[src/pst_pkg.sv]
`timescale 1ns / 1ps
// ----------------------------------------------------------------------------
// pst_pkg
// Shared types and constants of the polyline stroke tessellator.
// ----------------------------------------------------------------------------
package pst_pkg;

  localparam int IDX_W    = 16;
  localparam int COORD_W  = 20;
  localparam int VERT_W   = 21;
  localparam int COLOR_W  = 32;
  localparam int THICK_W  = 12;
  localparam int UV_W     = 16;
  localparam int CFG_AW   = 2;
  localparam int CFG_DW   = 16;
  localparam int Q_DEPTH  = 4;
  localparam int Q_AW     = 2;
  localparam int NORM_ONE = 16384;

  localparam logic [CFG_AW-1:0] CFG_FRINGE  = 2'd0;
  localparam logic [CFG_AW-1:0] CFG_WHITE_U = 2'd1;
  localparam logic [CFG_AW-1:0] CFG_WHITE_V = 2'd2;

  localparam logic [7:0]         FRINGE_RESET = 8'd16;
  localparam logic [COLOR_W-1:0] RGB_MASK     = 32'h00FF_FFFF;

  localparam logic KIND_VERTEX = 1'b0;
  localparam logic KIND_INDEX  = 1'b1;

  // One stroke job: four vertices around point a, optionally 18 indices.
  typedef struct packed {
    logic [COORD_W-1:0] ax;
    logic [COORD_W-1:0] ay;
    logic [COORD_W-1:0] bx;
    logic [COORD_W-1:0] by;
    logic               reuse;
    logic [COLOR_W-1:0] color;
    logic [THICK_W-1:0] thick;
    logic               has_idx;
    logic [IDX_W-1:0]   b1;
    logic [IDX_W-1:0]   b2;
    logic               last;
  } job_t;

  typedef struct packed {
    logic push;
    logic pend;
  } front_stat_t;

  typedef struct packed {
    logic            full;
    logic            valid;
    logic [Q_AW:0]   count;
  } queue_stat_t;

  typedef enum logic [3:0] {
    ST_IDLE,
    ST_DIFF,
    ST_SQR,
    ST_SUM,
    ST_SQRT,
    ST_DIVI,
    ST_DIV,
    ST_NRM,
    ST_MUL,
    ST_RND,
    ST_EMIT_V,
    ST_EMIT_I
  } back_state_t;

  // Quad pattern: bits 1..0 offset within a point's group, bit 2 picks b2.
  function automatic logic [2:0] quad_pattern(input logic [4:0] i);
    logic [2:0] p;
    case (i)
      5'd0:  p = 3'd0;  5'd1:  p = 3'd1;  5'd2:  p = 3'd5;
      5'd3:  p = 3'd0;  5'd4:  p = 3'd5;  5'd5:  p = 3'd4;
      5'd6:  p = 3'd1;  5'd7:  p = 3'd2;  5'd8:  p = 3'd6;
      5'd9:  p = 3'd1;  5'd10: p = 3'd6;  5'd11: p = 3'd5;
      5'd12: p = 3'd2;  5'd13: p = 3'd3;  5'd14: p = 3'd7;
      5'd15: p = 3'd2;  5'd16: p = 3'd7;  5'd17: p = 3'd6;
      default: p = 3'd0;
    endcase
    return p;
  endfunction

endpackage

[src/pst_queue.sv]
`timescale 1ns / 1ps
// ----------------------------------------------------------------------------
// pst_queue
// Short job queue between the point front end and the stroke back end.
// ----------------------------------------------------------------------------
module pst_queue (
  input  logic                  clk,
  input  logic                  rst_n,
  input  logic                  push,
  input  pst_pkg::job_t         wdata,
  input  logic                  pop,
  output pst_pkg::job_t         rdata,
  output pst_pkg::queue_stat_t  stat
);
  import pst_pkg::*;

  job_t            mem_r [Q_DEPTH];
  logic [Q_AW-1:0] wr_r, rd_r;
  logic [Q_AW:0]   count_r;
  logic            do_push, do_pop;

  assign stat.count = count_r;
  assign stat.full  = (count_r == (Q_AW+1)'(Q_DEPTH));
  assign stat.valid = (count_r != '0);
  assign rdata      = mem_r[rd_r];
  assign do_push    = push & ~stat.full;
  assign do_pop     = pop & stat.valid;

  always_ff @(posedge clk) begin
    if (do_push) begin
      mem_r[wr_r] <= wdata;
    end
  end

  always_ff @(posedge clk) begin
    if (!rst_n) begin
      wr_r    <= '0;
      rd_r    <= '0;
      count_r <= '0;
    end else begin
      if (do_push) wr_r <= wr_r + Q_AW'(1);
      if (do_pop)  rd_r <= rd_r + Q_AW'(1);
      if (do_push && !do_pop) begin
        count_r <= count_r + (Q_AW+1)'(1);
      end else if (do_pop && !do_push) begin
        count_r <= count_r - (Q_AW+1)'(1);
      end
    end
  end

endmodule

[config.mk]
export PLATFORM = sky130hd
export DESIGN_NAME = pst_queue
export DESIGN_NICKNAME = d
export VERILOG_FILES = /design/src/pst_pkg.sv /design/src/pst_queue.sv
export SDC_FILE = /design/constraint.sdc
export NUM_CORES = 1
export LEC_CHECK = 0
export BUFFER_PORTS_ARGS = -buffer_cell sky130_fd_sc_hd__buf_2
export CAP_MARGIN = 20
export CELL_PAD_IN_SITES_DETAIL_PLACEMENT = 1
export CELL_PAD_IN_SITES_GLOBAL_PLACEMENT = 2
export CORE_MARGIN = 4
export CORE_UTILIZATION = 49
export CTS_CLUSTER_DIAMETER = 80
export DETAILED_ROUTE_END_ITERATION = 8
export GPL_TIMING_DRIVEN = 0
export PLACE_DENSITY_LB_ADDON = 0.12
export SLEW_MARGIN = 25
export SYNTH_ARGS = -nofsm -noshare
export SYNTH_HDL_FRONTEND = slang
export SYNTH_SLANG_ARGS = --single-unit
[constraint.sdc]
create_clock -name clk -period 11.75 [get_ports clk]
set_input_delay 2.35 -clock clk [delete_from_list [all_inputs] [get_ports clk]]
set_output_delay 2.35 -clock clk [all_outputs]
set_load 0.01 [all_outputs]
# Word level (Yosys, flattened, before mapping)
# Memories as Yosys holds them, arrays and structs flattened. A register that Yosys moved wholly into a read port is not among the register bits.
# Cells that the tools add are included.
# totals
register_bits	7
mem_bits_rw	636
in_bits	163
output_inout_bits	164
elab_cells	24
mem_count	1
# mem_list
name	depth	width	rd	rd_ports_with_merged_regs	wr	line	source
mem_r	4	159	1	1	1	pst_queue.sv:17	job_t mem_r [Q_DEPTH];
# op_classes
n_addsub	4
n_eq_ne	1
n_mux	6
bitwise	3
n_reduce_logical	6
# op_table
cell	n
$mux W3	2
$add A2 B1 Y2 const B	2
$mux W2	2
$add A3 B1 Y3 const B	1
$eq A3 B3 Y1 const B	1
$reduce_bool A3 Y1	1
$sub A3 B1 Y3 const B	1
$and A1 B1 Y1	2
$logic_and A1 B1 Y1	2
$logic_not A1 Y1	2
$mux W1	2
$reduce_bool A2 Y1	1
$not A1 Y1	1

# Depth between registers and ports, before layout
# depth
ltp_word	7
mapped_depth	9
depth_no_buf	8

# Worst setup path after synthesis
# OpenSTA, ideal clock, no wires.
# synth_path
path_type	input to register
startpoint	input port push
endpoint	memory mem_r[0][0] (netlist bit) (enable)
setup_ns	0.538
arrival_time_ns	6.373
t_required_ns	11.212
setup_slack_ns	4.839
path_stages	3
path_buffers	1
path_cell_list	nor2b_1 -> clkbuf_1 -> and2_1
# synth_via
elab_chain_len	3
# synth_lines
item	line	source
start: declaration	pst_queue.sv:9	input logic push,
$and A1 B1 Y1	pst_queue.sv:26	assign do_push = push & ~stat.full;
via do_push	pst_queue.sv:20	logic do_push, do_pop;
$mux W1	pst_queue.sv:30	if (do_push) begin
$mux W1 (not written as such)	pst_queue.sv:31	mem_r[wr_r] <= wdata;
end: declaration	pst_queue.sv:17	
# The timed path passes the listed nets, and every way through them passes these cells.

==> impl_metrics.py <==
metrics = {
    "status": {
        "status": "finished clean",
    },
    "drt": {
        "vias": 10743,
        "drt_pass1_iterations": 4,
        "post_drt_wl_per_cell_um": 25.5,
        "route.detailed.drc": 0,
        "ant_nets": 0,
        "wirelength_um": 49900,
        "viasPerCell": 5.49,
        "drt-initial-drc-count": 663,
    },
    "min_path": {
        "holdCritPathClass": "register to register",
        "hold_depth": 2,
    },
    "timing": {
        "rsz0062_at_grt": "no",
        "max_freq_ghz": 0.194,
        "final_max_slew_viol_count": 0,
        "fin_ws_ps": 6600,
        "tns_ps": 0,
        "slew_headroom": 0.359,
        "min_period_ps": 5150,
        "fin_skew_ps": 18.6,
        "finalCritPeriodShare": 0.438,
        "hold_viol_final": 0,
        "setup_viol_count_final": 0,
        "max_slew.worst_pin.slew_ps": 961,
    },
    "critical_path": {
        "required_ps": 9400,
        "path_class": "register to output port",
        "crit_path_end_kind": "output port",
        "critical_path.max_fanout": 10,
        "arrival_ps": 2800,
        "crit_top_cell": "buf_2",
        "critPathLaunchType": "register",
        "cp_num_cells": 5,
        "crit_chain": "buf_2 -> clkbuf_1 -> buf_2 -> mux4_2 -> buf_2",
        "critical_path.max_stage_delay_ps": 740,
        "slowest_stage": "clkbuf_1",
        "ff2ff_path_depth": 7,
        "critPathBufInv": 4,
        "critPathTopFamily": "buffers and inverters",
    },
    "synth": {
        "synthArstFlopShare": 0,
        "ys_types": 21,
        "yosysWarningCount": 0,
        "synth_ff_type": "edfxtp_1",
        "seq_area_frac_synth": 0.823,
        "synth_edf_count": 636,
        "avgSynthCellArea_um2": 26.6,
        "ys_ff_latch": 645,
        "syn_area_mm2": 0.0234,
        "syn_nets": 1048,
        "synth_cells": 879,
    },
    "global_route": {
        "grtUsageTotal": 0.196,
        "grt_start_max_net_pins": 43,
        "antenna_found_initial": 10,
        "first_global_vias": 11779,
        "grt_pass1_wl_um": 74200,
        "grt-ovfl-total": 0,
    },
    "placement": {
        "dp.final_hpwl_um": 32400,
        "io_buffers": 325,
        "gp_congestion": 0.694,
        "dp_slack_ps": 7070,
    },
    "clocking": {
        "htree_levels": 3,
        "insertion_delay_ps": 590,
        "cts_tree": "built",
        "clkSlewWorstSetupHoldPaths_ps": 60,
        "clkSinkCount": 645,
        "clock-root-buffer": "clkbuf_16",
        "post_cts_resized": 0,
        "postCtsSetupRepairBufs": 0,
        "cts_buffers": 68,
        "cts_buffer_depth": 3,
        "cts_hold_buffers": 0,
    },
    "floorplan": {
        "die-width_um": 227,
        "fp.dieH_um": 227,
        "num_io_pins": 327,
        "core_mm2": 0.0469,
        "initial_core_util": 0.500,
        "rows": 79,
        "dieArea_mm2": 0.0513,
    },
    "power": {
        "sw_frac_of_total": 0.265,
        "p_int_w": 0.00470,
        "p_switching_w": 0.00169,
        "leakage_nw": 9.56,
        "pwr-share-seq": 0.445,
        "p_per_area_mw_per_mm2": 226,
        "irDropWorstVdd_v": 0.000154,
        "finalPower_w": 0.00640,
        "clkPwrFrac": 0.320,
        "combPwrFrac": 0.235,
    },
    "final_layout": {
        "multi_input_area_mm2": 0.00386,
        "fillers": 3904,
        "drive_gt1_frac": 0.469,
        "regArea_mm2": 0.0193,
        "nets": 1460,
        "syn_to_final_growth_pct": 21.1,
    },
    "run": {
        "max-cap-violations": 0,
    },
}
[cell type report]
cell class,count,share of cell area
repair buffers,342,0.0710
plain buffers,38,0.00949
flip-flops and latches,645,0.680
diodes,8,0.000706
clock buffers,85,0.0638
clock inverters,37,0.0114
well taps,607,0.0268
inverters,3,0.000397
multi-input cells,193,0.136
[cells in the mapped netlist, drive strengths merged, types with 2 or more instances]
| master | count | area share |
|---|---|---|
| buf | 31 | 0.010 |
| mux2i | 3 | 0.0013 |
| inv | 3 | 0.00048 |
| or3 | 2 | 0.00053 |
| edfxtp | 636 | 0.82 |
| dfxtp | 9 | 0.0077 |
| clkbuf | 7 | 0.0011 |
| ha | 5 | 0.0027 |
| nand2 | 4 | 0.00064 |
| and2 | 8 | 0.0021 |
| nor2b | 2 | 0.00053 |
| mux4 | 159 | 0.15 |
| xnor2 | 3 | 0.0011 |
[layout by cell type, fill, tap and decap left out, types with 2 or more instances in the layout]
| cell type | synthesis | routed |
|---|---|---|
| ha_1 | 5 | 5 |
| inv_6 | 0 | 5 |
| edfxtp_1 | 636 | 636 |
| buf_2 | 17 | 342 |
| mux2i_1 | 3 | 3 |
| nand2_1 | 4 | 4 |
| inv_1 | 3 | 3 |
| clkbuf_1 | 7 | 22 |
| clkbuf_16 | 0 | 70 |
| clkinv_2 | 0 | 13 |
| xnor2_1 | 3 | 3 |
| and2_4 | 0 | 4 |
| buf_6 | 14 | 14 |
| clkinv_1 | 0 | 13 |
| bufinv_16 | 0 | 5 |
| buf_16 | 0 | 6 |
| diode_2 | 0 | 8 |
| mux4_2 | 159 | 159 |
| and2_1 | 8 | 4 |
| nor2b_1 | 2 | 2 |
| dfxtp_1 | 9 | 9 |
| or3_1 | 2 | 2 |
| buf_12 | 0 | 11 |
[final timing paths]
| kind | from | end | slack [ps] |
|---|---|---|---|
| setup reg to reg | count_r[0] | mem_r[0][53] | 8950 |
| hold reg to reg | wr_r[0] | wr_r[0] | 520 |
| hold / removal | wr_r[0] | wr_r[0] | 520 |
| setup / recovery | register | rdata[124] | 6600 |
[cells by family after synthesis]
group / Yosys count / synth area share
DFF: 645 / 0.823
adders and majority gates: 6 / 0.00353
xor gates and xnor gates: 4 / 0.00150
and+or+nand+nor: 17 / 0.00417
AOI/OAI and AO/OA: 4 / 0.00123
muxes: 162 / 0.154
buffers and inverters: 41 / 0.0120
[metal layers]
layer  GRT usage  vias up  wire, um
met1       0.256     5660     20000
met2       0.320      340     25200
met5           0        -        44
met3      0.0602       69      3670
met4      0.0644        8       981
li1            -     4666         -
[per-stage QoR]
stage                      util  hold WS (ps)  cells  area (um2)
after floorplan               -           468    879       23400
after global placement    0.551           484   1811       25800
after detailed placement  0.559           502   1828       26200
after CTS                 0.605           520   1950       28300
after global routing      0.605           561   1953       28300
final                     0.605           518   1958       28300
[registers in the layout (all words and copies together), names as in the netlist, named ones only]
name     flops
count_r      3
wr_r         2
mem_r      636
rd_r         2
[power groups by stage]
stage	Sequential [W]	Combinational, W	Clock, W
3_3_place_gp	0.00296	0.00149	0
6_report	0.00285	0.00150	0.00205
2_1_floorplan	0.00291	0.000926	0
5_1_grt	0.00286	0.00162	0.00222
3_5_place_dp	0.00290	0.00155	0
4_1_cts	0.00285	0.00155	0.00211
[tightest hold or removal path: stages, from the launching register on]
cell	delay, ps
dfxtp_1	340
nand2_1	70
mux2i_1	60
(Power assumes the default switching activity.)
