File: src/pst_pkg.sv
`timescale 1ns / 1ps
// ----------------------------------------------------------------------------
// pst_pkg
// Shared types and constants of the polyline stroke tessellator.
// ----------------------------------------------------------------------------
package pst_pkg;

  localparam int IDX_W    = 16;
  localparam int COORD_W  = 20;
  localparam int VERT_W   = 21;
  localparam int COLOR_W  = 32;
  localparam int THICK_W  = 12;
  localparam int UV_W     = 16;
  localparam int CFG_AW   = 2;
  localparam int CFG_DW   = 16;
  localparam int Q_DEPTH  = 4;
  localparam int Q_AW     = 2;
  localparam int NORM_ONE = 16384;

  localparam logic [CFG_AW-1:0] CFG_FRINGE  = 2'd0;
  localparam logic [CFG_AW-1:0] CFG_WHITE_U = 2'd1;
  localparam logic [CFG_AW-1:0] CFG_WHITE_V = 2'd2;

  localparam logic [7:0]         FRINGE_RESET = 8'd16;
  localparam logic [COLOR_W-1:0] RGB_MASK     = 32'h00FF_FFFF;

  localparam logic KIND_VERTEX = 1'b0;
  localparam logic KIND_INDEX  = 1'b1;

  // One stroke job: four vertices around point a, optionally 18 indices.
  typedef struct packed {
    logic [COORD_W-1:0] ax;
    logic [COORD_W-1:0] ay;
    logic [COORD_W-1:0] bx;
    logic [COORD_W-1:0] by;
    logic               reuse;
    logic [COLOR_W-1:0] color;
    logic [THICK_W-1:0] thick;
    logic               has_idx;
    logic [IDX_W-1:0]   b1;
    logic [IDX_W-1:0]   b2;
    logic               last;
  } job_t;

  typedef struct packed {
    logic push;
    logic pend;
  } front_stat_t;

  typedef struct packed {
    logic            full;
    logic            valid;
    logic [Q_AW:0]   count;
  } queue_stat_t;

  typedef enum logic [3:0] {
    ST_IDLE,
    ST_DIFF,
    ST_SQR,
    ST_SUM,
    ST_SQRT,
    ST_DIVI,
    ST_DIV,
    ST_NRM,
    ST_MUL,
    ST_RND,
    ST_EMIT_V,
    ST_EMIT_I
  } back_state_t;

  // Quad pattern: bits 1..0 offset within a point's group, bit 2 picks b2.
  function automatic logic [2:0] quad_pattern(input logic [4:0] i);
    logic [2:0] p;
    case (i)
      5'd0:  p = 3'd0;  5'd1:  p = 3'd1;  5'd2:  p = 3'd5;
      5'd3:  p = 3'd0;  5'd4:  p = 3'd5;  5'd5:  p = 3'd4;
      5'd6:  p = 3'd1;  5'd7:  p = 3'd2;  5'd8:  p = 3'd6;
      5'd9:  p = 3'd1;  5'd10: p = 3'd6;  5'd11: p = 3'd5;
      5'd12: p = 3'd2;  5'd13: p = 3'd3;  5'd14: p = 3'd7;
      5'd15: p = 3'd2;  5'd16: p = 3'd7;  5'd17: p = 3'd6;
      default: p = 3'd0;
    endcase
    return p;
  endfunction

endpackage

File: src/pst_front.sv
`timescale 1ns / 1ps
// ----------------------------------------------------------------------------
// pst_front
// Accepts path points, tracks path state and turns each point after a path's first into jobs.
// ----------------------------------------------------------------------------
module pst_front (
  input  logic                         clk,
  input  logic                         rst_n,
  input  logic                         in_valid,
  output logic                         in_stall,
  input  logic [pst_pkg::COORD_W-1:0]  in_point_x,
  input  logic [pst_pkg::COORD_W-1:0]  in_point_y,
  input  logic [pst_pkg::COLOR_W-1:0]  in_color,
  input  logic [pst_pkg::THICK_W-1:0]  in_thickness,
  input  logic                         in_closed,
  input  logic                         in_last_point,
  input  logic                         q_full,
  output logic                         q_push,
  output pst_pkg::job_t                q_wdata,
  output pst_pkg::front_stat_t         stat
);
  import pst_pkg::*;

  logic [COORD_W-1:0] first_x_r, first_y_r, prev_x_r, prev_y_r;
  logic               in_path_r;
  logic [IDX_W-1:0]   base_r, ctr_r;
  logic               pend_r;
  job_t               pend_job_r;
  job_t               job1, job2;
  logic               accept;

  assign in_stall = pend_r | q_full;
  assign accept   = in_valid & ~in_stall;

  always_comb begin
    job1.ax      = prev_x_r;
    job1.ay      = prev_y_r;
    job1.bx      = in_point_x;
    job1.by      = in_point_y;
    job1.reuse   = 1'b0;
    job1.color   = in_color;
    job1.thick   = in_thickness;
    job1.has_idx = 1'b1;
    job1.b1      = ctr_r;
    job1.b2      = ctr_r + IDX_W'(4);
    job1.last    = ~in_last_point;

    // Closing stroke of the last point; an open path keeps the last normal.
    job2.ax      = in_point_x;
    job2.ay      = in_point_y;
    job2.bx      = first_x_r;
    job2.by      = first_y_r;
    job2.reuse   = ~in_closed;
    job2.color   = in_color;
    job2.thick   = in_thickness;
    job2.has_idx = in_closed;
    job2.b1      = ctr_r + IDX_W'(4);
    job2.b2      = base_r;
    job2.last    = 1'b1;
  end

  assign q_push  = (pend_r & ~q_full) | (accept & in_path_r);
  assign q_wdata = pend_r ? pend_job_r : job1;
  assign stat.push = q_push;
  assign stat.pend = pend_r;

  always_ff @(posedge clk) begin
    if (!rst_n) begin
      first_x_r <= '0;
      first_y_r <= '0;
      prev_x_r  <= '0;
      prev_y_r  <= '0;
      in_path_r <= 1'b0;
      base_r    <= '0;
      ctr_r     <= '0;
      pend_r    <= 1'b0;
    end else begin
      if (pend_r && !q_full) begin
        pend_r <= 1'b0;
      end
      if (accept) begin
        if (!in_path_r) begin
          if (!in_last_point) begin
            first_x_r <= in_point_x;
            first_y_r <= in_point_y;
            prev_x_r  <= in_point_x;
            prev_y_r  <= in_point_y;
            base_r    <= ctr_r;
            in_path_r <= 1'b1;
          end
        end else begin
          prev_x_r <= in_point_x;
          prev_y_r <= in_point_y;
          if (in_last_point) begin
            ctr_r      <= ctr_r + IDX_W'(8);
            pend_r     <= 1'b1;
            pend_job_r <= job2;
            in_path_r  <= 1'b0;
          end else begin
            ctr_r <= ctr_r + IDX_W'(4);
          end
        end
      end
    end
  end

endmodule

File: config.mk
export PLATFORM = sky130hd
export DESIGN_NAME = pst_front
export DESIGN_NICKNAME = d
export VERILOG_FILES = /design/src/pst_pkg.sv /design/src/pst_front.sv
export SDC_FILE = /design/constraint.sdc
export NUM_CORES = 1
export LEC_CHECK = 0
export BUFFER_PORTS_ARGS = -buffer_cell sky130_fd_sc_hd__buf_4
export CAP_MARGIN = 20
export CORE_MARGIN = 4
export CORE_UTILIZATION = 30
export CTS_BUF_LIST = sky130_fd_sc_hd__clkbuf_16
export CTS_CLUSTER_DIAMETER = 40
export DETAILED_ROUTE_END_ITERATION = 8
export PLACE_DENSITY_LB_ADDON = 0.15
export SYNTH_ARGS = -nofsm -noshare
export SYNTH_HDL_FRONTEND = slang
export SYNTH_SLANG_ARGS = --single-unit
File: constraint.sdc
create_clock -name clk -period 12.1 [get_ports clk]
set_input_delay 0 -clock clk [delete_from_list [all_inputs] [get_ports clk]]
set_output_delay 0 -clock clk [all_outputs]
set_load 0.05 [all_outputs]
* Word-level counts from Yosys, hierarchy flattened
Cells that the tools add are included.
** Word-level totals
- Flip-flop bits (word level) :: 272
- Input port bits :: 90
- Output and inout port bits :: 163
- Logic and storage cells :: 48
** Cells by class
- Add/sub/neg operators :: 2
- Equality and inequality tests :: 1
- Multiplexer cells :: 11
- Bitwise logic cells :: 10
- Reduce and logical (&&, ||, !) cells :: 6
** Operator list (number)
- $mux 159 :: 1
- $mux 20 :: 4
- $add 16x3->16 const B :: 1
- $add 16x4->16 const B :: 1
- $mux 16 :: 1
- $mux 1 :: 5
- $not 1->1 :: 5
- $reduce_and 2->1 :: 2
- $reduce_and 4->1 :: 1
- $and 1x1->1 :: 3
- $reduce_and 3->1 :: 1
- $ne 2x1->1 const B :: 1
- $or 1x1->1 :: 2
- $logic_and 1x1->1 :: 1
- $logic_not 1->1 :: 1

* Longest topological paths before layout
- Depth after elaboration :: 6
- Gate-level depth with buffers :: 7
- Depth with buffers taken out :: 5

* Worst setup path after synthesis
OpenSTA, ideal clock, no wires.
- Path type :: register to register
- Start :: reg in_path_r
- End :: reg pend_job_r[100] (netlist bit), enable pin
- Library setup time :: 856 ps
- Arrival :: 11267 ps
- Data required time :: 11244 ps
- Slack :: -23 ps
- Stages on the path, launching flop included :: 5
- Path buffers :: 2
- Cells stage by stage :: dfxtp_1 > nand4bb_1 > clkbuf_1 > clkbuf_1 > nor3_1
** On the way
- Cells in the longest elaborated chain, start to end :: 1
** RTL lines
- from (decl) :: RTL line pst_front.sv:25 : logic in_path_r;
- from (signal assigned) :: RTL line pst_front.sv:73 : in_path_r <= 1'b0;
- from (signal assigned) :: RTL line pst_front.sv:89 : in_path_r <= 1'b1;
- from (signal assigned) :: RTL line pst_front.sv:98 : in_path_r <= 1'b0;
- $reduce_and 4->1 (no line)
- to (signal assigned) :: RTL line pst_front.sv:97 : pend_job_r <= job2;
- to (decl) :: RTL line pst_front.sv:28 : job_t pend_job_r;
Every way passes these cells.
A chain may end at the register's enable or synchronous reset.

* Worst setup path after layout
- Start :: reg pend_r
- End :: out q_push
** On the way
- Cells in the longest elaborated chain, start to end :: 5
** RTL lines
- from (decl) :: RTL line pst_front.sv:27 : logic pend_r;
- from (signal assigned) :: RTL line pst_front.sv:76 : pend_r <= 1'b0;
- from (signal assigned) :: RTL line pst_front.sv:79 : pend_r <= 1'b0;
- from (signal assigned) :: RTL line pst_front.sv:96 : pend_r <= 1'b1;
- $or 1x1->1 :: RTL line pst_front.sv:32 : assign in_stall = pend_r | q_full;
- $not 1->1 :: RTL line pst_front.sv:33 : assign accept = in_valid & ~in_stall;
- $and 1x1->1 :: RTL line pst_front.sv:33
- $and 1x1->1 :: RTL line pst_front.sv:62 : assign q_push = (pend_r & ~q_full) | (accept & in_path_r);
- $or 1x1->1 * :: RTL line pst_front.sv:62
- to (decl) :: RTL line pst_front.sv:18 : output logic q_push,
Every way passes the cells marked *; elsewhere a longest branch is shown, timed or not.

==> metrics.txt <==
asr flop ratio synth 0; crit path launch pend_r; RePlAce Congestion 0.727; Clock power frac 0.517; Design Power 2490 uW; core footprint 35500 sq um; CTS tree built; Die Span X 198 um; internal power 1890 uW; Req. time, crit path 12.10 ns; Least-Margin Pin Slew 0.952 ns; synth warn 0; RSZ-0062 raised after global routing false; worst stage delay on the critical path 0.66 ns; die footprint 39000 sq um; clk root buf clkbuf_16; Initial Util 0.304; run status complete, no violations; number of antenna diodes 0; Tcrit/Tclk final 0.251; Syn Inst Count 884; peak supply drop 84.4 uV; CTS Hold Bufs 90; H-tree depth 2; routed vias/inst 4.50; minimum clock period 3.04 ns; Layout fillers 3338; Flop pwr share 0.388; clk sinks 264; CP endpoint kind primary output; Psw 593 uW; GRT Total Usage 0.143; Worst path slowest cell buf_4; Initial DRC Count 353; clk slew on worst S/H paths 0.06 ns; delay-heaviest family, CP buffers and inverters; Crit path arrival time 3.04 ns; first-pass GRT wire length 44.8 mm; Placed Cells 1543; HPWL Detailed 17.7 mm; Crit Reg-Reg Endpoint pend_job_r[111]; final setup vio count 0; WS Path Type register to primary output; Final ANT Viol Nets 0; Max Freq 329 MHz; M2 GR Usage 0.233; switching share of power 0.239; Top Ports 253; Seq/Total Area, Yosys 0.634; initial antenna violation count 0; worst flop-to-flop path startpoint pend_r; max-cap viol count 0; synth-to-layout area growth 43.4%; crit path cell chain buf_4 > inv_1 > o21ai_0 > buf_4; EDFF count, synth 154; vias in the first global route 7875; clk_skew 0.0180 ns; M3 GR Usage 0.0321; drc violations 0; Main synth FF type edfxtp_1; routed wire length 29.2 mm; Worst Path Buf+Inv 3; WHS 0.204 ns; most numerous cell on the critical path buf_4; via count 7721; port buffer count 248; max-slew violations 0; Synth cell types 40; Worst Setup EP q_push; # rows 69; R2R setup slack 9.27 ns; Critical Path Stages 4; GRT busiest layer met2; Worst slew margin 0.365; Reg2Reg Depth 3; Post-Syn Area 10800 sq um; Clock Latency Late Sink 0.53 ns; met1 usage 0.193; Comb power frac 0.095; CP Max Fanout 50; average size of a mapped cell 12.2 sq um; largest net degree at the start of global routing 73; Initial DRT Pass Iterations 4; total grt overflow 0; Setup TNS 0 ns; Hold Vio Cnt, Final 0; CTS Buf Count 45; post-DR wirelength/cell 17.0 um; fraction of layout cells with a size suffix above 1 0.388; P per Cell Area 161 nW/um^2; Final Net Count 1311; final instance count without filler cells 1716; Min-Delay Path Class input pin to register; cts repair resizes 0; #FFs+latches synth 264; Post-CTS Setup Inserts 0; die height 198 um; CP startpoint kind register; leak pwr 0.00589 uW; clk buf depth 3
cells in the mapped netlist, drive strengths merged, types with 2 or more instances:
cell	instances	area, sq um
ha	2	25.0
or4	2	15.0
o21ai	8	40.0
and2	2	12.5
buf	32	204
nor3	5	25.0
nand2	209	785
edfxtp	154	4620
dfxtp	110	2200
or3	3	18.8
a21oi	100	500
mux2i	6	60.1
nand3b	2	15.0
a211oi	2	15.0
inv	6	22.5
or2	4	25.0
mux2	150	1690
clkbuf	31	116
nand2b	6	37.5
nand4	3	18.8
xor2	10	87.6
nor2	13	56.3
xnor2	6	52.6
nand3	3	15.0
nor4	6	37.5
cell families (layout without fill, tap and decap cells):
kind of cell,Yosys count,after routing,synth area share
AOI/OAI and AO/OA,115,115,0.0553
xor gates and xnor gates,16,16,0.0130
adders and majority gates,2,2,0.00232
buffers and inverters,69,437,0.0318
DFF,264,264,0.634
muxes,156,156,0.162
other,1,4,0.000348
and+or+nand+nor,261,261,0.101
area by class of cell:
type,count,area (sq um),area share
well taps,461,577,0.0373
clock inverters,37,395,0.0256
clock buffers,46,1150,0.0745
repair buffers,348,2840,0.184
inverters,6,23.8,0.00154
flip-flops and latches,264,6830,0.442
multi-input cells,554,3630,0.235
state kept, by name (all words and copies together) (netlist names):
register and count:
prev_x_r 20, ctr_r 14, in_path_r 1, first_y_r 20, first_x_r 20, pend_job_r 154, prev_y_r 20, pend_r 1
base_r 14
power by group through the flow:
stage	registers, uW	clock network [uW]	logic (uW)
CTS	965	1320	239
global placement	983	0	214
finish	965	1290	237
detailed placement	983	0	215
floorplan	982	0	136
global route	966	1370	251
layer usage:
| metal | wire (um) | share of wire |
|---|---|---|
| met2 | 13200 | 0.45 |
| met1 | 13600 | 0.47 |
| met3 | 1820 | 0.062 |
| met5 | 0 | 0 |
| met4 | 584 | 0.020 |
how the worst min path moves through the flow:
stage,start,endpoint,cells after the start
3_3_place_gp,in_closed,pend_job_r[33],1
2_1_floorplan,in_point_y[0],pend_job_r[119],0
6_report,in_thickness[4],pend_job_r[38],2
4_1_cts,in_color[3],pend_job_r[49],2
5_1_grt,in_thickness[9],pend_job_r[43],2
3_5_place_dp,in_color[10],pend_job_r[56],1
per-stage QoR:
stage,setup slack (ns),utilization,instance area [sq um]
2_1_floorplan,4.70,-,10800
3_3_place_gp,9.25,0.366,13000
3_5_place_dp,9.18,0.366,13000
4_1_cts,8.94,0.435,15400
5_1_grt,8.80,0.435,15400
6_report,9.06,0.435,15400
cell usage in the layout (no fill, tap or decap), types with 6 or more instances in the layout:
| cell type | n |
|---|---|
| a21oi_1 | 100 |
| buf_4 | 258 |
| bufinv_16 | 7 |
| clkbuf_16 | 46 |
| clkinv_1 | 6 |
| dfxtp_1 | 109 |
| dlygate4sd3_1 | 90 |
| edfxtp_1 | 154 |
| inv_1 | 13 |
| mux2_2 | 150 |
| mux2i_1 | 6 |
| nand2_1 | 208 |
| nand2b_1 | 6 |
| nor2_1 | 12 |
| nor4_1 | 6 |
| o21ai_0 | 8 |
| xnor2_1 | 6 |
| xor2_1 | 10 |
(Power assumes the default switching activity.)
